`config.mk`:
```
export PLATFORM = sky130hd
export DESIGN_NAME = dual_framing_packet_deframer_unit
export DESIGN_NICKNAME = d
export VERILOG_FILES = /design/src/rtl/dfpd_pkg.sv /design/src/rtl/dfpd_ram.sv /design/src/rtl/dfpd_dpath.sv /design/src/rtl/dfpd_ctrl.sv /design/src/rtl/dual_framing_packet_deframer_unit.sv
export SDC_FILE = /design/constraint.sdc
export NUM_CORES = 1
export LEC_CHECK = 0
export ABC_AREA = 1
export ABC_CLOCK_PERIOD_IN_PS = 4200
export BUFFER_PORTS_ARGS = -buffer_cell sky130_fd_sc_hd__buf_4
export CORE_MARGIN = 2
export CORE_UTILIZATION = 49
export DETAILED_ROUTE_END_ITERATION = 10
export PLACE_DENSITY = 0.73
export REMOVE_ABC_BUFFERS = 1
export SLEW_MARGIN = 20
export SYNTH_ARGS = -nofsm -noshare
export SYNTH_HDL_FRONTEND = slang
export SYNTH_SLANG_ARGS = --single-unit
```
`constraint.sdc`:
```
create_clock -name clk -period 4.2 [get_ports clk]
set_clock_uncertainty 0.05 [all_clocks]
set_input_delay 0.84 -clock clk [delete_from_list [all_inputs] [get_ports clk]]
set_output_delay 0.84 -clock clk [all_outputs]
set_load 0.005 [all_outputs]
```
`src/rtl/dfpd_pkg.sv`:
```
// Shared types, byte constants and register codes for the dual-framing deframer.
`timescale 1ns / 1ps
`default_nettype none
package dfpd_pkg;

  localparam int PAYLOAD_DEPTH_DEF = 32;

  localparam logic [7:0] BYTE_FF   = 8'hFF;
  localparam logic [7:0] BYTE_00   = 8'h00;
  localparam logic [7:0] BYTE_A5   = 8'hA5;
  localparam logic [7:0] BYTE_DLE  = 8'h10;
  localparam logic [7:0] BYTE_STX  = 8'h02;
  localparam logic [7:0] BYTE_ETX  = 8'h03;
  localparam logic [7:0] SEED_SHRT = 8'h12;
  localparam logic [7:0] BYTE_DIR  = 8'h50;

  localparam logic [23:0] LONG_PRE_HIST = {BYTE_FF, BYTE_00, BYTE_FF};

  localparam logic [1:0] CFG_CHLOR_CMD   = 2'd0;
  localparam logic [1:0] CFG_MASTER_ADDR = 2'd1;
  localparam logic [1:0] CFG_CHLOR_ADDR  = 2'd2;

  localparam logic [7:0] CHLOR_CMD_RST   = 8'd25;
  localparam logic [7:0] MASTER_ADDR_RST = 8'd16;
  localparam logic [7:0] CHLOR_ADDR_RST  = 8'd2;

  typedef struct packed {
    logic accept;
    logic start_long;
    logic start_short;
    logic hdr_byte;
    logic len_byte;
    logic data_byte;
    logic chk_hi;
    logic short_byte;
    logic latch_long;
    logic latch_short;
    logic clear;
    logic load_hdr;
    logic load_pay;
  } ctl_cmd_t;

  typedef struct packed {
    logic long_pre;
    logic short_pre;
    logic short_term;
    logic hdr_done;
    logic len_zero;
    logic data_done;
    logic chk_second;
    logic long_fit;
    logic short_fit;
    logic short_over;
    logic out_free;
    logic em_len_zero;
    logic pay_last;
  } dp_sts_t;

  typedef struct packed {
    logic       is_header;
    logic       framing_kind;
    logic       checksum_ok;
    logic [7:0] version_byte;
    logic [7:0] target_addr;
    logic [7:0] source_addr;
    logic [7:0] command_code;
    logic [5:0] payload_length;
    logic [5:0] payload_index;
    logic [7:0] payload_byte;
    logic       last;
  } out_item_t;

endpackage
`default_nettype wire

```
`src/rtl/dfpd_ram.sv`:
```
// Generic single-write, single-read RAM with registered read data.
`timescale 1ns / 1ps
`default_nettype none
module dfpd_ram #(
  parameter int WIDTH = 8,
  parameter int DEPTH = 32
) (
  input  wire logic                     clk,
  input  wire logic                     we,
  input  wire logic [$clog2(DEPTH)-1:0] waddr,
  input  wire logic [WIDTH-1:0]         wdata,
  input  wire logic [$clog2(DEPTH)-1:0] raddr,
  output logic      [WIDTH-1:0]         rdata
);

  logic [WIDTH-1:0] mem_r [DEPTH];
  logic [WIDTH-1:0] rdata_r;

  always_ff @(posedge clk) begin
    if (we) begin
      mem_r[waddr] <= wdata;
    end
    rdata_r <= mem_r[raddr];
  end

  assign rdata = rdata_r;

endmodule
`default_nettype wire

```
`src/rtl/dfpd_dpath.sv`:
```
// Datapath: byte history, header fields, checksums, payload store and output register.
`timescale 1ns / 1ps
`default_nettype none
module dfpd_dpath
  import dfpd_pkg::*;
#(
  parameter int PAYLOAD_DEPTH = PAYLOAD_DEPTH_DEF
) (
  input  wire logic       clk,
  input  wire logic       rst_n,
  input  wire logic [7:0] in_byte,
  input  wire logic       cfg_we,
  input  wire logic [1:0] cfg_addr,
  input  wire logic [7:0] cfg_wdata,
  input  wire ctl_cmd_t   cmd,
  output dp_sts_t         sts,
  input  wire logic       out_tready,
  output logic            out_valid,
  output out_item_t       out_item
);

  localparam int AW = $clog2(PAYLOAD_DEPTH);

  logic [23:0] recent_r, recent_nxt;
  logic [7:0]  ver_r, ver_nxt, tgt_r, tgt_nxt, src_r, src_nxt, hcmd_r, hcmd_nxt;
  logic [7:0]  exp_len_r, exp_len_nxt, bc_r, bc_nxt, rx_hi_r, rx_hi_nxt;
  logic [7:0]  first_r, first_nxt;
  logic [15:0] sum_r, sum_nxt, sum_add;
  logic [7:0]  cfg_cmd_r, cfg_master_r, cfg_chlor_r;

  logic       em_kind_r, em_ok_r;
  logic [7:0] em_ver_r, em_tgt_r, em_src_r, em_cmd_r;
  logic [5:0] em_len_r, idx_r;

  logic      out_valid_r;
  out_item_t item_r;

  logic [7:0] short_chk, short_calc;
  logic [7:0] ram_rdata;
  logic       ram_we;

  assign sum_add    = 16'(sum_r + {8'h00, in_byte});
  assign short_chk  = recent_r[15:8];
  assign short_calc = 8'(sum_r[7:0] - short_chk - BYTE_DLE);

  always_comb begin
    sts.long_pre    = (recent_r == LONG_PRE_HIST) && (in_byte == BYTE_A5);
    sts.short_pre   = (recent_r[7:0] == BYTE_DLE) && (in_byte == BYTE_STX);
    sts.short_term  = (recent_r[7:0] == BYTE_DLE) && (in_byte == BYTE_ETX);
    sts.hdr_done    = (bc_r == 8'd3);
    sts.len_zero    = (in_byte == 8'h00);
    sts.data_done   = (9'({1'b0, bc_r} + 9'd1) >= {1'b0, exp_len_r});
    sts.chk_second  = (bc_r != 8'd0);
    sts.long_fit    = ({1'b0, exp_len_r} <= 9'(PAYLOAD_DEPTH));
    sts.short_fit   = (bc_r >= 8'd2) && ({1'b0, 8'(bc_r - 8'd2)} <= 9'(PAYLOAD_DEPTH));
    sts.short_over  = ({1'b0, bc_r} > 9'(PAYLOAD_DEPTH + 1));
    sts.out_free    = !out_valid_r || out_tready;
    sts.em_len_zero = (em_len_r == 6'd0);
    sts.pay_last    = (7'({1'b0, idx_r} + 7'd1) == {1'b0, em_len_r});
  end

  always_comb begin
    recent_nxt  = recent_r;
    ver_nxt     = ver_r;
    tgt_nxt     = tgt_r;
    src_nxt     = src_r;
    hcmd_nxt    = hcmd_r;
    exp_len_nxt = exp_len_r;
    bc_nxt      = bc_r;
    rx_hi_nxt   = rx_hi_r;
    first_nxt   = first_r;
    sum_nxt     = sum_r;
    if (cmd.accept) begin
      recent_nxt = {recent_r[15:0], in_byte};
    end
    if (cmd.start_long) begin
      sum_nxt = {8'h00, BYTE_A5};
      bc_nxt  = 8'd0;
    end
    if (cmd.start_short) begin
      sum_nxt = {8'h00, SEED_SHRT};
      bc_nxt  = 8'd0;
    end
    if (cmd.hdr_byte) begin
      case (bc_r[1:0])
        2'd0:    ver_nxt  = in_byte;
        2'd1:    tgt_nxt  = in_byte;
        2'd2:    src_nxt  = in_byte;
        default: hcmd_nxt = in_byte;
      endcase
      sum_nxt = sum_add;
      bc_nxt  = sts.hdr_done ? 8'd0 : 8'(bc_r + 8'd1);
    end
    if (cmd.len_byte) begin
      exp_len_nxt = in_byte;
      sum_nxt     = sum_add;
      bc_nxt      = 8'd0;
    end
    if (cmd.data_byte) begin
      sum_nxt = sum_add;
      bc_nxt  = sts.data_done ? 8'd0 : 8'(bc_r + 8'd1);
    end
    if (cmd.chk_hi) begin
      rx_hi_nxt = in_byte;
      bc_nxt    = 8'd1;
    end
    if (cmd.short_byte) begin
      if (bc_r == 8'd0) begin
        first_nxt = in_byte;
      end
      sum_nxt = {8'h00, 8'(sum_r[7:0] + in_byte)};
      bc_nxt  = 8'(bc_r + 8'd1);
    end
    if (cmd.clear) begin
      recent_nxt  = '0;
      ver_nxt     = '0;
      tgt_nxt     = '0;
      src_nxt     = '0;
      hcmd_nxt    = '0;
      exp_len_nxt = '0;
      bc_nxt      = '0;
      rx_hi_nxt   = '0;
      sum_nxt     = '0;
    end
  end

  always_ff @(posedge clk) begin
    if (!rst_n) begin
      recent_r     <= '0;
      ver_r        <= '0;
      tgt_r        <= '0;
      src_r        <= '0;
      hcmd_r       <= '0;
      exp_len_r    <= '0;
      bc_r         <= '0;
      rx_hi_r      <= '0;
      first_r      <= '0;
      sum_r        <= '0;
      cfg_cmd_r    <= CHLOR_CMD_RST;
      cfg_master_r <= MASTER_ADDR_RST;
      cfg_chlor_r  <= CHLOR_ADDR_RST;
      out_valid_r  <= 1'b0;
      idx_r        <= '0;
    end else begin
      recent_r  <= recent_nxt;
      ver_r     <= ver_nxt;
      tgt_r     <= tgt_nxt;
      src_r     <= src_nxt;
      hcmd_r    <= hcmd_nxt;
      exp_len_r <= exp_len_nxt;
      bc_r      <= bc_nxt;
      rx_hi_r   <= rx_hi_nxt;
      first_r   <= first_nxt;
      sum_r     <= sum_nxt;
      if (cfg_we) begin
        case (cfg_addr)
          CFG_CHLOR_CMD:   cfg_cmd_r    <= cfg_wdata;
          CFG_MASTER_ADDR: cfg_master_r <= cfg_wdata;
          CFG_CHLOR_ADDR:  cfg_chlor_r  <= cfg_wdata;
          default:         ;
        endcase
      end
      if (cmd.load_hdr || cmd.load_pay) begin
        out_valid_r <= 1'b1;
      end else if (out_tready) begin
        out_valid_r <= 1'b0;
      end
      if (cmd.load_hdr) begin
        idx_r <= '0;
      end else if (cmd.load_pay) begin
        idx_r <= 6'(idx_r + 6'd1);
      end
    end
  end

  // Frame summary held for the emission burst
  always_ff @(posedge clk) begin
    if (cmd.latch_long) begin
      em_kind_r <= 1'b0;
      em_ok_r   <= ({rx_hi_r, in_byte} == sum_r);
      em_ver_r  <= ver_r;
      em_tgt_r  <= tgt_r;
      em_src_r  <= src_r;
      em_cmd_r  <= hcmd_r;
      em_len_r  <= exp_len_r[5:0];
    end else if (cmd.latch_short) begin
      em_kind_r <= 1'b1;
      em_ok_r   <= (short_calc == short_chk);
      em_ver_r  <= 8'h00;
      em_cmd_r  <= cfg_cmd_r;
      if (first_r == BYTE_DIR) begin
        em_src_r <= cfg_master_r;
        em_tgt_r <= cfg_chlor_r;
      end else begin
        em_src_r <= cfg_chlor_r;
        em_tgt_r <= cfg_master_r;
      end
      em_len_r <= 6'(bc_r - 8'd2);
    end
  end

  always_ff @(posedge clk) begin
    if (cmd.load_hdr || cmd.load_pay) begin
      item_r.is_header      <= cmd.load_hdr;
      item_r.framing_kind   <= em_kind_r;
      item_r.checksum_ok    <= em_ok_r;
      item_r.version_byte   <= em_ver_r;
      item_r.target_addr    <= em_tgt_r;
      item_r.source_addr    <= em_src_r;
      item_r.command_code   <= em_cmd_r;
      item_r.payload_length <= em_len_r;
      item_r.payload_index  <= cmd.load_hdr ? 6'd0 : idx_r;
      item_r.payload_byte   <= cmd.load_hdr ? 8'h00 : ram_rdata;
      item_r.last           <= cmd.load_hdr ? sts.em_len_zero : sts.pay_last;
    end
  end

  assign ram_we = (cmd.data_byte || cmd.short_byte) && ({1'b0, bc_r} < 9'(PAYLOAD_DEPTH));

  dfpd_ram #(
    .WIDTH (8),
    .DEPTH (PAYLOAD_DEPTH)
  ) u_store (
    .clk   (clk),
    .we    (ram_we),
    .waddr (bc_r[AW-1:0]),
    .wdata (in_byte),
    .raddr (idx_r[AW-1:0]),
    .rdata (ram_rdata)
  );

  assign out_valid = out_valid_r;
  assign out_item  = item_r;

endmodule
`default_nettype wire

```
`src/rtl/dfpd_ctrl.sv`:
```
// Controller: frame parse phases and the result emission sequence.
`timescale 1ns / 1ps
`default_nettype none
module dfpd_ctrl
  import dfpd_pkg::*;
(
  input  wire logic    clk,
  input  wire logic    rst_n,
  input  wire logic    in_tvalid,
  output logic         in_tready,
  input  wire dp_sts_t sts,
  output ctl_cmd_t     cmd
);

  typedef enum logic [8:0] {
    ST_HUNT  = 9'b000000001,
    ST_HDR   = 9'b000000010,
    ST_LEN   = 9'b000000100,
    ST_DATA  = 9'b000001000,
    ST_CHK   = 9'b000010000,
    ST_SHORT = 9'b000100000,
    ST_HEAD  = 9'b001000000,
    ST_FETCH = 9'b010000000,
    ST_PAY   = 9'b100000000
  } state_t;

  state_t state_r, state_nxt;
  logic   acc;

  assign in_tready = (state_r == ST_HUNT) || (state_r == ST_HDR) || (state_r == ST_LEN) ||
                     (state_r == ST_DATA) || (state_r == ST_CHK) || (state_r == ST_SHORT);
  assign acc = in_tvalid && in_tready;

  always_comb begin
    cmd        = '0;
    cmd.accept = acc;
    state_nxt  = state_r;
    case (state_r)
      ST_HUNT: begin
        if (acc) begin
          if (sts.long_pre) begin
            cmd.start_long = 1'b1;
            state_nxt      = ST_HDR;
          end else if (sts.short_pre) begin
            cmd.start_short = 1'b1;
            state_nxt       = ST_SHORT;
          end
        end
      end
      ST_HDR: begin
        if (acc) begin
          cmd.hdr_byte = 1'b1;
          if (sts.hdr_done) begin
            state_nxt = ST_LEN;
          end
        end
      end
      ST_LEN: begin
        if (acc) begin
          cmd.len_byte = 1'b1;
          state_nxt    = sts.len_zero ? ST_CHK : ST_DATA;
        end
      end
      ST_DATA: begin
        if (acc) begin
          cmd.data_byte = 1'b1;
          if (sts.data_done) begin
            state_nxt = ST_CHK;
          end
        end
      end
      ST_CHK: begin
        if (acc) begin
          if (!sts.chk_second) begin
            cmd.chk_hi = 1'b1;
          end else begin
            cmd.clear      = 1'b1;
            cmd.latch_long = sts.long_fit;
            state_nxt      = sts.long_fit ? ST_HEAD : ST_HUNT;
          end
        end
      end
      ST_SHORT: begin
        if (acc) begin
          if (sts.short_term) begin
            cmd.clear       = 1'b1;
            cmd.latch_short = sts.short_fit;
            state_nxt       = sts.short_fit ? ST_HEAD : ST_HUNT;
          end else if (sts.short_over) begin
            cmd.clear = 1'b1;
            state_nxt = ST_HUNT;
          end else begin
            cmd.short_byte = 1'b1;
          end
        end
      end
      ST_HEAD: begin
        if (sts.out_free) begin
          cmd.load_hdr = 1'b1;
          state_nxt    = sts.em_len_zero ? ST_HUNT : ST_FETCH;
        end
      end
      ST_FETCH: begin
        state_nxt = ST_PAY;
      end
      ST_PAY: begin
        if (sts.out_free) begin
          cmd.load_pay = 1'b1;
          state_nxt    = sts.pay_last ? ST_HUNT : ST_FETCH;
        end
      end
      default: begin
        state_nxt = ST_HUNT;
      end
    endcase
  end

  always_ff @(posedge clk) begin
    if (!rst_n) begin
      state_r <= ST_HUNT;
    end else begin
      state_r <= state_nxt;
    end
  end

endmodule
`default_nettype wire

```
`src/rtl/dual_framing_packet_deframer_unit.sv`:
```
// Top level of the dual-framing packet deframer.
`timescale 1ns / 1ps
`default_nettype none
// Takes one received bus byte per input transaction and recognises long frames
// (FF 00 FF A5 preamble, header, length, payload, 16-bit big-endian sum) and short
// frames (10 02, payload, 8-bit sum, 10 03). While parsing, a byte is taken every
// cycle. When a frame completes, input is held off while the block emits a header
// transaction and then one transaction per payload byte, the last with tlast set.
// Before each payload byte a fetch state covers the registered read of the payload
// RAM; header and payload loads also wait for a free output register. Frames whose
// payload does not fit PAYLOAD_DEPTH are dropped silently. No clearing pass is
// needed after reset.
module dual_framing_packet_deframer_unit
  import dfpd_pkg::*;
#(
  parameter int PAYLOAD_DEPTH = PAYLOAD_DEPTH_DEF
) (
  input  wire logic        clk,
  input  wire logic        rst_n,
  input  wire logic        in_tvalid,
  output logic             in_tready,
  input  wire logic [7:0]  in_tdata,   // rx_byte
  output logic             out_tvalid,
  input  wire logic        out_tready,
  // checksum_ok, version_byte, target_addr, source_addr, command_code,
  // payload_length, payload_index, payload_byte, zero pad
  output logic [55:0]      out_tdata,
  output logic [1:0]       out_tuser,  // is_header, framing_kind
  output logic             out_tlast,
  input  wire logic        cfg_we,
  input  wire logic [1:0]  cfg_addr,
  input  wire logic [7:0]  cfg_wdata
);

  ctl_cmd_t  cmd;
  dp_sts_t   sts;
  out_item_t out_item;

  dfpd_ctrl u_ctrl (
    .clk       (clk),
    .rst_n     (rst_n),
    .in_tvalid (in_tvalid),
    .in_tready (in_tready),
    .sts       (sts),
    .cmd       (cmd)
  );

  dfpd_dpath #(
    .PAYLOAD_DEPTH (PAYLOAD_DEPTH)
  ) u_dpath (
    .clk        (clk),
    .rst_n      (rst_n),
    .in_byte    (in_tdata),
    .cfg_we     (cfg_we),
    .cfg_addr   (cfg_addr),
    .cfg_wdata  (cfg_wdata),
    .cmd        (cmd),
    .sts        (sts),
    .out_tready (out_tready),
    .out_valid  (out_tvalid),
    .out_item   (out_item)
  );

  assign out_tdata = {3'b000, out_item.payload_byte, out_item.payload_index,
                      out_item.payload_length, out_item.command_code,
                      out_item.source_addr, out_item.target_addr,
                      out_item.version_byte, out_item.checksum_ok};
  assign out_tuser = {out_item.framing_kind, out_item.is_header};
  assign out_tlast = out_item.last;

`ifndef SYNTHESIS
  a_pay_index_in_range: assert property (@(posedge clk) disable iff (!rst_n)
    (out_tvalid && !out_item.is_header) |->
      (out_item.payload_index < out_item.payload_length))
    else $error("payload index beyond frame length");

  a_pay_last_mark: assert property (@(posedge clk) disable iff (!rst_n)
    (out_tvalid && !out_item.is_header) |->
      (out_item.last == (7'({1'b0, out_item.payload_index} + 7'd1) ==
                         {1'b0, out_item.payload_length})))
    else $error("payload last mark misplaced");

  a_hdr_last_mark: assert property (@(posedge clk) disable iff (!rst_n)
    (out_tvalid && out_item.is_header) |->
      ((out_item.last == (out_item.payload_length == 6'd0)) &&
       (out_item.payload_index == 6'd0)))
    else $error("header last mark or index wrong");

  a_no_double_header: assert property (@(posedge clk) disable iff (!rst_n)
    (out_tvalid && out_tready && out_item.is_header && !out_item.last) |=>
      !(out_tvalid && out_item.is_header))
    else $error("header followed by header inside a frame");
`endif

endmodule
`default_nettype wire
```
== After elaboration in Yosys (flattened, before gate mapping) ==
Memories as Yosys holds them, arrays and structs flattened. A register that Yosys moved wholly into a read port is not among the register bits.
Index checks and enable logic that the tools add are counted.

* Register bits: 240
* Bits in latches: 0
* RAM bits: 256
* ROM bits: 0
* Output and inout bits: 61
* Word-level logic and storage cells: 213
* Memories: 1

{| class="wikitable"
|+ Memories
! memory !! depth !! bits a word !! rd ports !! clocked after Yosys merged registers in !! wr ports !! RTL line !! RTL
|-
| u_dpath.u_store.mem_r || 32 || 8 || 1 || 1 || 1 || dfpd_ram.sv:16 || <nowiki>logic [WIDTH-1:0] mem_r [DEPTH];</nowiki>
|}

* Add/sub/neg operators: 9
* Multiply operators: 0
* Div/mod/pow operators: 0
* Order comparisons: 6
* Eq/ne operators: 36
* Shift-type cells: 0
* Multiplexer cells: 85
* Bitwise gates (word level): 2
* Reduce and logical (&&, ||, !) cells: 39

{| class="wikitable"
|+ Operators by type and width
! operator !! count
|-
| 8-bit two-way mux || 22
|-
| 9-bit two-way mux || 15
|-
| 9-bit case mux with 9 select lines || 1
|-
| 16-bit two-way mux || 5
|-
| 1-bit two-way mux || 33
|-
| 24-bit == test, second input constant || 1
|-
| 8-bit by 2-bit == test with 1-bit output, second input constant || 3
|-
| 2-bit by 1-bit inequality test with 1-bit output, second input constant || 9
|-
| 16-bit by 8-bit adder with 16-bit output || 1
|-
| 16-bit == test || 1
|-
| 8-bit by 6-bit less-or-equal comparator with 1-bit output, second input constant || 2
|-
| 8-bit zero test || 2
|-
| 2-bit AND reduction || 8
|-
| 7-bit two-way mux || 2
|-
| 13-bit AND reduction || 1
|-
| 6-bit two-way mux || 2
|-
| 8-bit by 1-bit adder with 9-bit output, second input constant || 1
|-
| 9-bit by 1-bit == test with 1-bit output, second input constant || 1
|-
| 9-bit by 2-bit == test with 1-bit output, second input constant || 1
|-
| 9-bit by 3-bit == test with 1-bit output, second input constant || 1
|-
| 9-bit by 4-bit == test with 1-bit output, second input constant || 1
|-
| 9-bit by 5-bit == test with 1-bit output, second input constant || 1
|-
| 9-bit by 6-bit == test with 1-bit output, second input constant || 1
|-
| 9-bit by 7-bit == test with 1-bit output, second input constant || 1
|-
| 38 further kinds || 61
|}

== Longest topological paths before layout ==
Gate-level depths: netlist of run 1.

* Depth after elaboration: 16
* Depth in mapped cells: 20

== By module ==
A second synthesis of run 1 with hierarchy kept.

* Cell total of the unflattened synthesis: 2281
* Area total of the unflattened synthesis: 22118.7 um^2

{| class="wikitable"
|+ Modules (own cells, without submodules)
! module !! instances !! cells each !! area each (um^2) !! sequential area each (um^2)
|-
| dfpd_ram || 1 || 922 || 10786.6 || 7847.5
|-
| dfpd_dpath || 1 || 1192 || 10332.4 || 5575.3
|-
| dfpd_ctrl || 1 || 163 || 973.4 || 180.2
|-
| dual_framing_packet_deframer_unit || 1 || 4 || 26.3 || 0.0
|}

== Worst setup path before layout of run 1 ==
OpenSTA, ideal clock, no wires.

* Kind: input-to-reg
* From: in out_tready
* To: reg u_dpath.item_r, in the netlist u_dpath.out_item[0] (enable)
* Setup time: 0.470 ns
* Data arrival time: 3.273 ns
* Required time: 3.680 ns
* Slack: 0.408 ns
* Cell stages on the path: 2
* Path buffers: 0
* Cells stage by stage: nor2_1 -> nor2_1

* Longest elaborated chain between the ends: 4

{| class="wikitable"
|+ Ends and longest elaborated chain
! item !! RTL line !! RTL
|-
| start, declared || dual_framing_packet_deframer_unit.sv:24 || <nowiki>input wire logic out_tready,</nowiki>
|-
| 1-bit logical OR (*) || dfpd_dpath.sv:57 || <nowiki>sts.out_free = !out_valid_r || out_tready;</nowiki>
|-
| 1-bit two-way mux (*) || dfpd_ctrl.sv:98, dfpd_ctrl.sv:107 ||
|-
| 1-bit two-way mux || dfpd_ctrl.sv:38 || <nowiki>case (state_r)</nowiki>
|-
| 1-bit logical OR (*) || dfpd_dpath.sv:203 || <nowiki>if (cmd.load_hdr || cmd.load_pay) begin</nowiki>
|-
| end, declared || dfpd_dpath.sv:36 || <nowiki>out_item_t item_r;</nowiki>
|}

Mark *: on every way between the ends. The rest lies on a longest branch, timed or not.
A chain may end at the register's enable or synchronous reset.

== Worst setup path after layout of run 1 ==
* From: reg u_dpath.bc_r[1]
* To: mem u_dpath.u_store.mem_r[23][1] (enable)

* Longest elaborated chain between the ends: 9

{| class="wikitable"
|+ Ends and longest elaborated chain
! item !! RTL line !! RTL
|-
| start, declared || dfpd_dpath.sv:26 || <nowiki>logic [7:0] exp_len_r, exp_len_nxt, bc_r, bc_nxt, rx_hi_r, rx_hi_nxt;</nowiki>
|-
| start signal, assigned || dfpd_dpath.sv:151 || <nowiki>bc_r <= bc_nxt;</nowiki>
|-
| 8-bit by 6-bit > comparator with 1-bit output || dfpd_dpath.sv:56 || <nowiki>sts.short_over = ({1'b0, bc_r} > 9'(PAYLOAD_DEPTH + 1));</nowiki>
|-
| 1-bit two-way mux || dfpd_ctrl.sv:89 || <nowiki>end else if (sts.short_over) begin</nowiki>
|-
| 1-bit two-way mux || dfpd_ctrl.sv:85 || <nowiki>if (sts.short_term) begin</nowiki>
|-
| 1-bit two-way mux || dfpd_ctrl.sv:84 || <nowiki>if (acc) begin</nowiki>
|-
| 1-bit two-way mux || dfpd_ctrl.sv:38 ||
|-
| 1-bit logical OR || dfpd_dpath.sv:218 || <nowiki>assign ram_we = (cmd.data_byte || cmd.short_byte) && ({1'b0, bc_r} < 9'(PAYLOAD_DEPTH));</nowiki>
|-
| 1-bit logical AND || dfpd_dpath.sv:218 ||
|-
| 1-bit two-way mux || dfpd_ram.sv:20 || <nowiki>if (we) begin</nowiki>
|-
| 1-bit two-way mux (not written as such) || dfpd_ram.sv:21 || <nowiki>mem_r[waddr] <= wdata;</nowiki>
|-
| end, declared || dfpd_ram.sv:16 ||
|}

Parallel ways exist; a longest one is shown, timed or not.

==> results.tsv, run 1 <==
stage	metric	value	unit
status	status	finished clean	
global_route	grt_start_max_net_pins	97	
sta	report.final.slew_viol_count	0	
hold_path	hold_path_depth	0	
clocking	insertion_delay	590	ps
global_route	grt-ovfl-total	0	
final_layout	fin_util	55.7	%
drt	drt_iter0_markers	1707	
sta	min_period	3280	ps
clocking	postCtsHoldBufs	0	
critical_path	worst-setup-path-type	flop to flop	
synth	ys_async_sr_fraction	0	%
critical_path	slowest_delay	670	ps
clocking	cts_setup_buffers	0	
clocking	cts.sinks	504	
sta	setup_ws	917	ps
synth	syn-cell-area	21800	sq um
hold_path	hold_path.startpoint	u_dpath.em_cmd_r[3]	
sta	tns	0	ps
final_layout	drive_gt1_share	10.2	%
final_layout	n_antenna_cell	0	
power_and_ir_drop	p_per_area	467	nW/um^2
critical_path	critical_path_required	4370	ps
synth	synth_area_per_cell	9.99	sq um
synth	synth_top_area_share	48.3	%
die	die_w	215	microns
drt	wl_per_cell	19.4	microns
final_layout	final_nets	2297	
die	core	44100	sq um
global_route	antenna_found_initial	0	
critical_path	critPathMaxFanout	9	
hold_path	hold_end	u_dpath.out_item[24]	
synth	synth.most_common_cell	nor2_1	
global_route	first_global_vias	15600	
die	die_area	46200	sq um
clocking	cts_tree	yes	
hold_path	min_path_type	flop to flop	
synth	yosys_most_used_dff	edfxtp_1	
critical_path	arrival	3450	ps
synth	synth_top_area_cell	edfxtp_1	
drt	dr.pass1.iters	6	
clocking	cts_buffer_depth	3	
synth	synth_enable_flop_cells	351	
die	rows	77	
critical_path	crit_path_start_kind	flop	
critical_path	cp_common_cell	nand2_1	
synth	yosysSeqAreaShare	62.3	%
placed_design	place_area	22900	sq um
clocking	cts-root-buf	clkbuf_16	
final_layout	nFillCells	3802	
final_layout	area_delta_synth_final	12.6	%
critical_path	r2r_setup_slack	920	ps
synth	synth_commonest_cells	nor2_1, edfxtp_1, nand2_1, o21ai_0, inv_1	
power_and_ir_drop	ir_worst_vdd	0.000342	V
critical_path	end_kind	flop	
global_route	grtUsageTotal	23.6	%
drt	viasPerCell	5.68	
drt	drc_errors	0	
clocking	cts_buffers	50	
die	ioPinCount	84	
clocking	clk_pin_slew_worst_paths	60	ps
drt	drt-total-wl	55500	microns
synth	yosys_warnings	0	
job	drv_cap	0	
placed_design	finalWeightedCongestion	0.939	
synth	yosys-top-cells-area	edfxtp_1, dfxtp_1, nor2_1, o21ai_0, nand2_1	
sta	worstMarginPinSlew	1040	ps
final_layout	design_area	24600	sq um
critical_path	r2r-end	u_dpath.u_store.mem_r[23][1]	
clocking	htreeDepth	2	
synth	synthCells	2184	
sta	rsz0062_at_grt	no	
placed_design	dpl_worst_slack	712	ps
sta	min_period_over_period	78.2	%
sta	max_freq	305	MHz
sta	setup_viol	0	
drt	num_vias	16300	
global_route	grt_pass1_wl	85300	microns
critical_path	r2r_start	u_dpath.bc_r[1]	
power_and_ir_drop	leakagePower	9.27	nW
synth	ys_types	53	
placed_design	place_hpwl	35900	microns
critical_path	rr_worst_depth	10	
sta	hold-worst-slack	368	ps
drt	ant_nets	0	
placed_design	port_buffers	80	
clocking	cts_resized	0	
critical_path	crit_start	u_dpath.bc_r[1]	
synth	synth_seq_cells	504	
sta	maxSlewHeadroom	30.3	%
die	start_util	49.5	%
critical_path	crit_chain	inv_1 -> ha_1 -> o21ai_0 -> o22ai_2 -> nand4_4 -> nand2_1 -> nand2_1 -> inv_2 -> nand2_1 -> nor2_1	
sta	hold_viol	0	
die	dieHeight	215	microns
critical_path	crit_slowest_cell	nor2_1	
metal layers:
metal	track usage (%)	vias up	routed length (microns)
met5	0	-	0
met4	9.20	0	1710
met3	3.10	114	4240
met2	39.8	754	27200
met1	31.1	7788	22400
li1	-	7640	-
flip-flops by register name (all words and copies together), names as in the netlist, 9 cells and up:
name / cells
u_dpath.recent_r: 24
u_dpath.sum_r: 16
u_dpath.out_item: 56
u_ctrl.state_r: 9
u_dpath.u_store.mem_r: 256
final cells by class:
type | instances | area [sq um] | area share [%]
tap | 592 | 741 | 3.01
timing repair buffer | 103 | 786 | 3.20
clock inverter | 25 | 199 | 0.809
multi-input combinational | 1366 | 6980 | 28.4
clock buffer | 69 | 1490 | 6.06
inverter | 208 | 782 | 3.18
sequential | 504 | 13600 | 55.4
critical path: cells and delay by family, from the launching register on:
kind                       cells  cell delay (ps)
buffers and inverters          2              330
adders and majority gates      1              270
DFF                            1              400
and+or+nand+nor                5             1450
AOI/OAI and AO/OA              2              400
how the worst max path moves through the flow:
stage / to / slack (ps)
floorplan: u_dpath.u_store.rdata[0] / -1120
global placement: u_dpath.sum_r[10] / 730
detailed placement: u_dpath.u_store.mem_r[15][1] / 710
CTS: u_dpath.u_store.mem_r[23][5] / 1020
global route: u_dpath.u_store.mem_r[23][1] / 760
finish: u_dpath.u_store.mem_r[23][1] / 920
cell families after synthesis:
group / share of synthesized area, %
and+or+nand+nor: 15.6
DFF: 62.3
AOI/OAI and AO/OA: 12.6
buffers and inverters: 5.80
adders and majority gates: 2.42
xor gates and xnor gates: 1.16
other: 0.0172
per-stage QoR:
step | cells | power, mW
2_1_floorplan | 2078 | 6.54
6_report | 2867 | 11.5
4_1_cts | 2867 | 11.5
3_3_place_gp | 2773 | 7.01
5_1_grt | 2867 | 11.9
3_5_place_dp | 2773 | 7.05
power by group:
part / switching (mW) / total [mW] / internal, mW / leakage [nW]
logic: 0.969 / 1.41 / 0.443 / 4.01
clock network: 1.90 / 4.52 / 2.62 / 0.829
registers: 0.107 / 5.55 / 5.44 / 4.43
layout by cell type, fill, tap and decap left out, types with 7 or more instances in the layout:
| cell type | Yosys | layout |
|---|---|---|
| a211oi_1 | 16 | 16 |
| a21oi_1 | 103 | 103 |
| a31oi_1 | 9 | 9 |
| buf_4 | 9 | 102 |
| clkbuf_1 | 66 | 8 |
| clkbuf_16 | 0 | 55 |
| clkinv_1 | 1 | 7 |
| clkinv_2 | 0 | 9 |
| dfxtp_1 | 153 | 151 |
| edfxtp_1 | 351 | 351 |
| ha_1 | 39 | 39 |
| inv_1 | 195 | 194 |
| inv_2 | 12 | 12 |
| nand2_1 | 293 | 292 |
| nand2_2 | 9 | 10 |
| nand3_1 | 81 | 80 |
| nand4_1 | 23 | 23 |
| nor2_1 | 358 | 357 |
| nor3_1 | 15 | 15 |
| o211ai_1 | 12 | 12 |
| o21ai_0 | 246 | 246 |
| o21ai_1 | 14 | 14 |
| o221ai_1 | 44 | 44 |
| o22ai_1 | 21 | 21 |
| xnor2_1 | 10 | 10 |
| xor2_1 | 19 | 19 |
(Power assumes the default switching activity.)
==> run 2: changes to the inputs <==
ABC_AREA = 0   (was 1)
ABC_CLOCK_PERIOD_IN_PS = 2800   (was 4200)
PLACE_DENSITY = 0.75   (was 0.73)
clock period = 2.8 ns   (was 4.2 ns; I/O delays follow)
==> results.tsv, run 2 <==
stage	metric	value	unit
final_layout	area_delta_synth_final	20.3	%
drt	ant_nets	0	
placed_design	place_area	23500	sq um
power_and_ir_drop	pwr-share-clk	42.9	%
synth	synthCells	1577	
drt	drt_iter0_markers	1274	
clocking	cts_buffer_depth	3	
final_layout	final_common_cell	edfxtp_1	
status	status	finished with violations	
synth	synth_area_per_cell	13.5	sq um
die	die_area	45200	sq um
die	start_util	49.6	%
power_and_ir_drop	comb_power_share	6.4	%
final_layout	drive_gt1_share	26.8	%
placed_design	place_hpwl	33800	microns
synth	syn-cell-area	21300	sq um
clocking	cts_tree	yes	
clocking	clk_pin_slew_worst_paths	60	ps
global_route	grtUsageTotal	23.2	%
die	rows	76	
critical_path	endpoint	u_ctrl.state_r[4]	
critical_path	slowest_delay	360	ps
synth	synth_commonest_cells	edfxtp_1, nand2_1, dfxtp_1, nor2_1, a21oi_1	
global_route	first_global_vias	13700	
global_route	grt_start_max_net_pins	73	
synth	synth_top_area_share	49.4	%
global_route	antenna_found_initial	1	
status	violations	setup timing	
synth	ys_types	71	
synth	ys_async_sr_fraction	0	%
sta	min_period	2950	ps
final_layout	instances_no_fill	2398	
die	dieHeight	213	microns
sta	hold-worst-slack	194	ps
clocking	cts_buffers	48	
final_layout	design_area	25700	sq um
final_layout	regMostFlops	u_dpath.u_store.mem_r	
critical_path	crit_start	u_dpath.bc_r[1]	
drt	drc_errors	0	
die	die_w	213	microns
sta	setup_ws	-151	ps
placed_design	port_buffers	80	
sta	tns	-9520	ps
critical_path	crit_path_start_kind	flop	
power_and_ir_drop	p_sw_share	21.8	%
sta	rsz0062_at_grt	yes	
critical_path	critical_path_required	3210	ps
synth	synth_seq_cells	504	
drt	dr.pass1.iters	5	
clocking	htreeDepth	2	
critical_path	r2r-end	u_ctrl.state_r[4]	
power_and_ir_drop	p_int	12.4	mW
power_and_ir_drop	p_per_area	618	nW/um^2
critical_path	crit_chain	ha_4 -> nand4_1 -> buf_4 -> nor2_4 -> or2_4 -> ha_4 -> and3_4 -> a21oi_4 -> o2111ai_2 -> a31oi_2 -> buf_4 -> a2111oi_4 -> buf_6 -> mux2i_1 -> nor2b_1	
sta	max_freq	339	MHz
placed_design	dp_cells	2303	
critical_path	end_kind	flop	
synth	yosys_most_used_dff	edfxtp_1	
power_and_ir_drop	p_seq_share	50.7	%
final_layout	final_cell_mix	edfxtp_1, buf_4, nand2_1, dfxtp_1, a21oi_1	
synth	synth_enable_flop_cells	351	
drt	viasPerCell	5.82	
hold_path	min_path_type	input pin to flop	
final_layout	largest_reg_flops	256	
power_and_ir_drop	leakagePower	9.12	nW
final_layout	n_antenna_cell	0	
die	ioPinCount	84	
critical_path	r2r_start	u_dpath.bc_r[1]	
clocking	insertion_delay	570	ps
critical_path	arrival	3360	ps
synth	yosysSeqAreaShare	63.8	%
drt	drt-total-wl	52200	microns
sta	report.final.slew_viol_count	0	
die	core	43000	sq um
global_route	grt-ovfl-total	0	
global_route	grt_pass1_wl	79600	microns
sta	min_period_over_period	105	%
critical_path	crit_slowest_cell	dfxtp_4	
sta	setup_viol	177	
critical_path	r2r_setup_slack	-150	ps
synth	yosys_warnings	0	
drt	num_vias	13900	
job	drv_cap	0	
critical_path	rr_worst_depth	15	
critical_path	critPathMaxFanout	5	
sta	worstMarginPinSlew	966	ps
sta	hold_viol	0	
placed_design	dpl_worst_slack	-530	ps
sta	maxSlewHeadroom	35.4	%
final_layout	final_nets	1839	
final_layout	fin_util	59.7	%
placed_design	finalWeightedCongestion	0.902	
final_layout	nFillCells	3180	
power_and_ir_drop	power.net_switching	3.45	mW
critical_path	worst-setup-path-type	flop to flop	
clocking	cts-root-buf	clkbuf_16	
drt	wl_per_cell	21.8	microns
synth	synth.most_common_cell	edfxtp_1	
power_and_ir_drop	ir_worst_vdd	0.000410	V
clocking	cts.sinks	504	
synth	yosys-top-cells-area	edfxtp_1, dfxtp_1, mux4_2, mux2i_1, nand2_1	
synth	synth_top_area_cell	edfxtp_1	
power_and_ir_drop	power	15.8	mW
[run 2: cell count changes after synthesis, sizes merged, moves of 63 or more]
| cell | change |
|---|---|
| o21ai | -246 |
| mux2i | +63 |
| nand2 | -146 |
| inv | -166 |
| mux4 | +80 |
| nor2 | -255 |
[run 2: final cells by class]
| cell class | instances | area, sq um | share of cell area, % |
|---|---|---|---|
| sequential | 504 | 13600 | 53.1 |
| tap | 585 | 732 | 2.85 |
| clock inverter | 26 | 308 | 1.20 |
| clock buffer | 63 | 1360 | 5.30 |
| inverter | 41 | 154 | 0.600 |
| multi-input combinational | 944 | 7560 | 29.5 |
| timing repair buffer | 235 | 1920 | 7.49 |
[run 2: power by group through the flow]
stage / Combinational (mW) / Sequential (mW) / Clock, mW
floorplan: 0.474 / 8.20 / 0
global placement: 0.913 / 8.20 / 0
detailed placement: 0.931 / 8.20 / 0
CTS: 1.00 / 8.04 / 6.86
global route: 1.09 / 8.05 / 7.13
finish: 1.01 / 8.04 / 6.79
[run 2: repair_timing]
action                                  CTS  global route
gates resized for setup                  61            44
cloned                                    1             0
pin swaps                                16            17
hold buffers                              0             0
buffers inserted                          3             2
endpoints found under the setup margin  283           313
[run 2: kinds of logic after synthesis]
kind of cell | share of synthesized area [%]
XOR/XNOR | 1.97
other | 0.0176
buffers and inverters | 2.48
AO/OA/AOI/OAI | 5.40
adder cells (fa/ha/maj) | 2.53
AND/OR/NAND/NOR | 11.9
flip-flops | 63.8
multiplexers | 11.9
[run 2: routing by layer]
| layer | GRT usage [%] | part of all wire, % | wire length, microns | vias up |
|---|---|---|---|---|
| met3 | 2.91 | 6.4 | 3340 | 96 |
| met4 | 7.79 | 2.7 | 1430 | 0 |
| li1 | - | - | - | 6240 |
| met1 | 30.5 | 40 | 20900 | 6993 |
| met5 | 0 | 0 | 0 | - |
| met2 | 39.9 | 51 | 26500 | 618 |
[run 2: worst min-delay path by stage]
stage	end	from	depth (start not counted)
floorplan	u_dpath.out_item[21]	u_dpath.em_cmd_r[0]	0
global placement	u_dpath.out_item[31]	u_dpath.em_src_r[2]	0
detailed placement	u_dpath.out_item[39]	u_dpath.em_tgt_r[2]	0
CTS	u_dpath.cfg_chlor_r[1]	cfg_wdata[1]	3
global route	u_dpath.cfg_chlor_r[1]	cfg_wdata[1]	3
finish	u_dpath.cfg_chlor_r[1]	cfg_wdata[1]	3
[run 2: worst max-delay path, delay by kind of cell (launching register included)]
family	cells	cell delay (ps)
multiplexers	1	220
buffers and inverters	3	500
AO/OA/AOI/OAI	4	560
flip-flops	1	360
adder cells (fa/ha/maj)	2	420
AND/OR/NAND/NOR	5	720
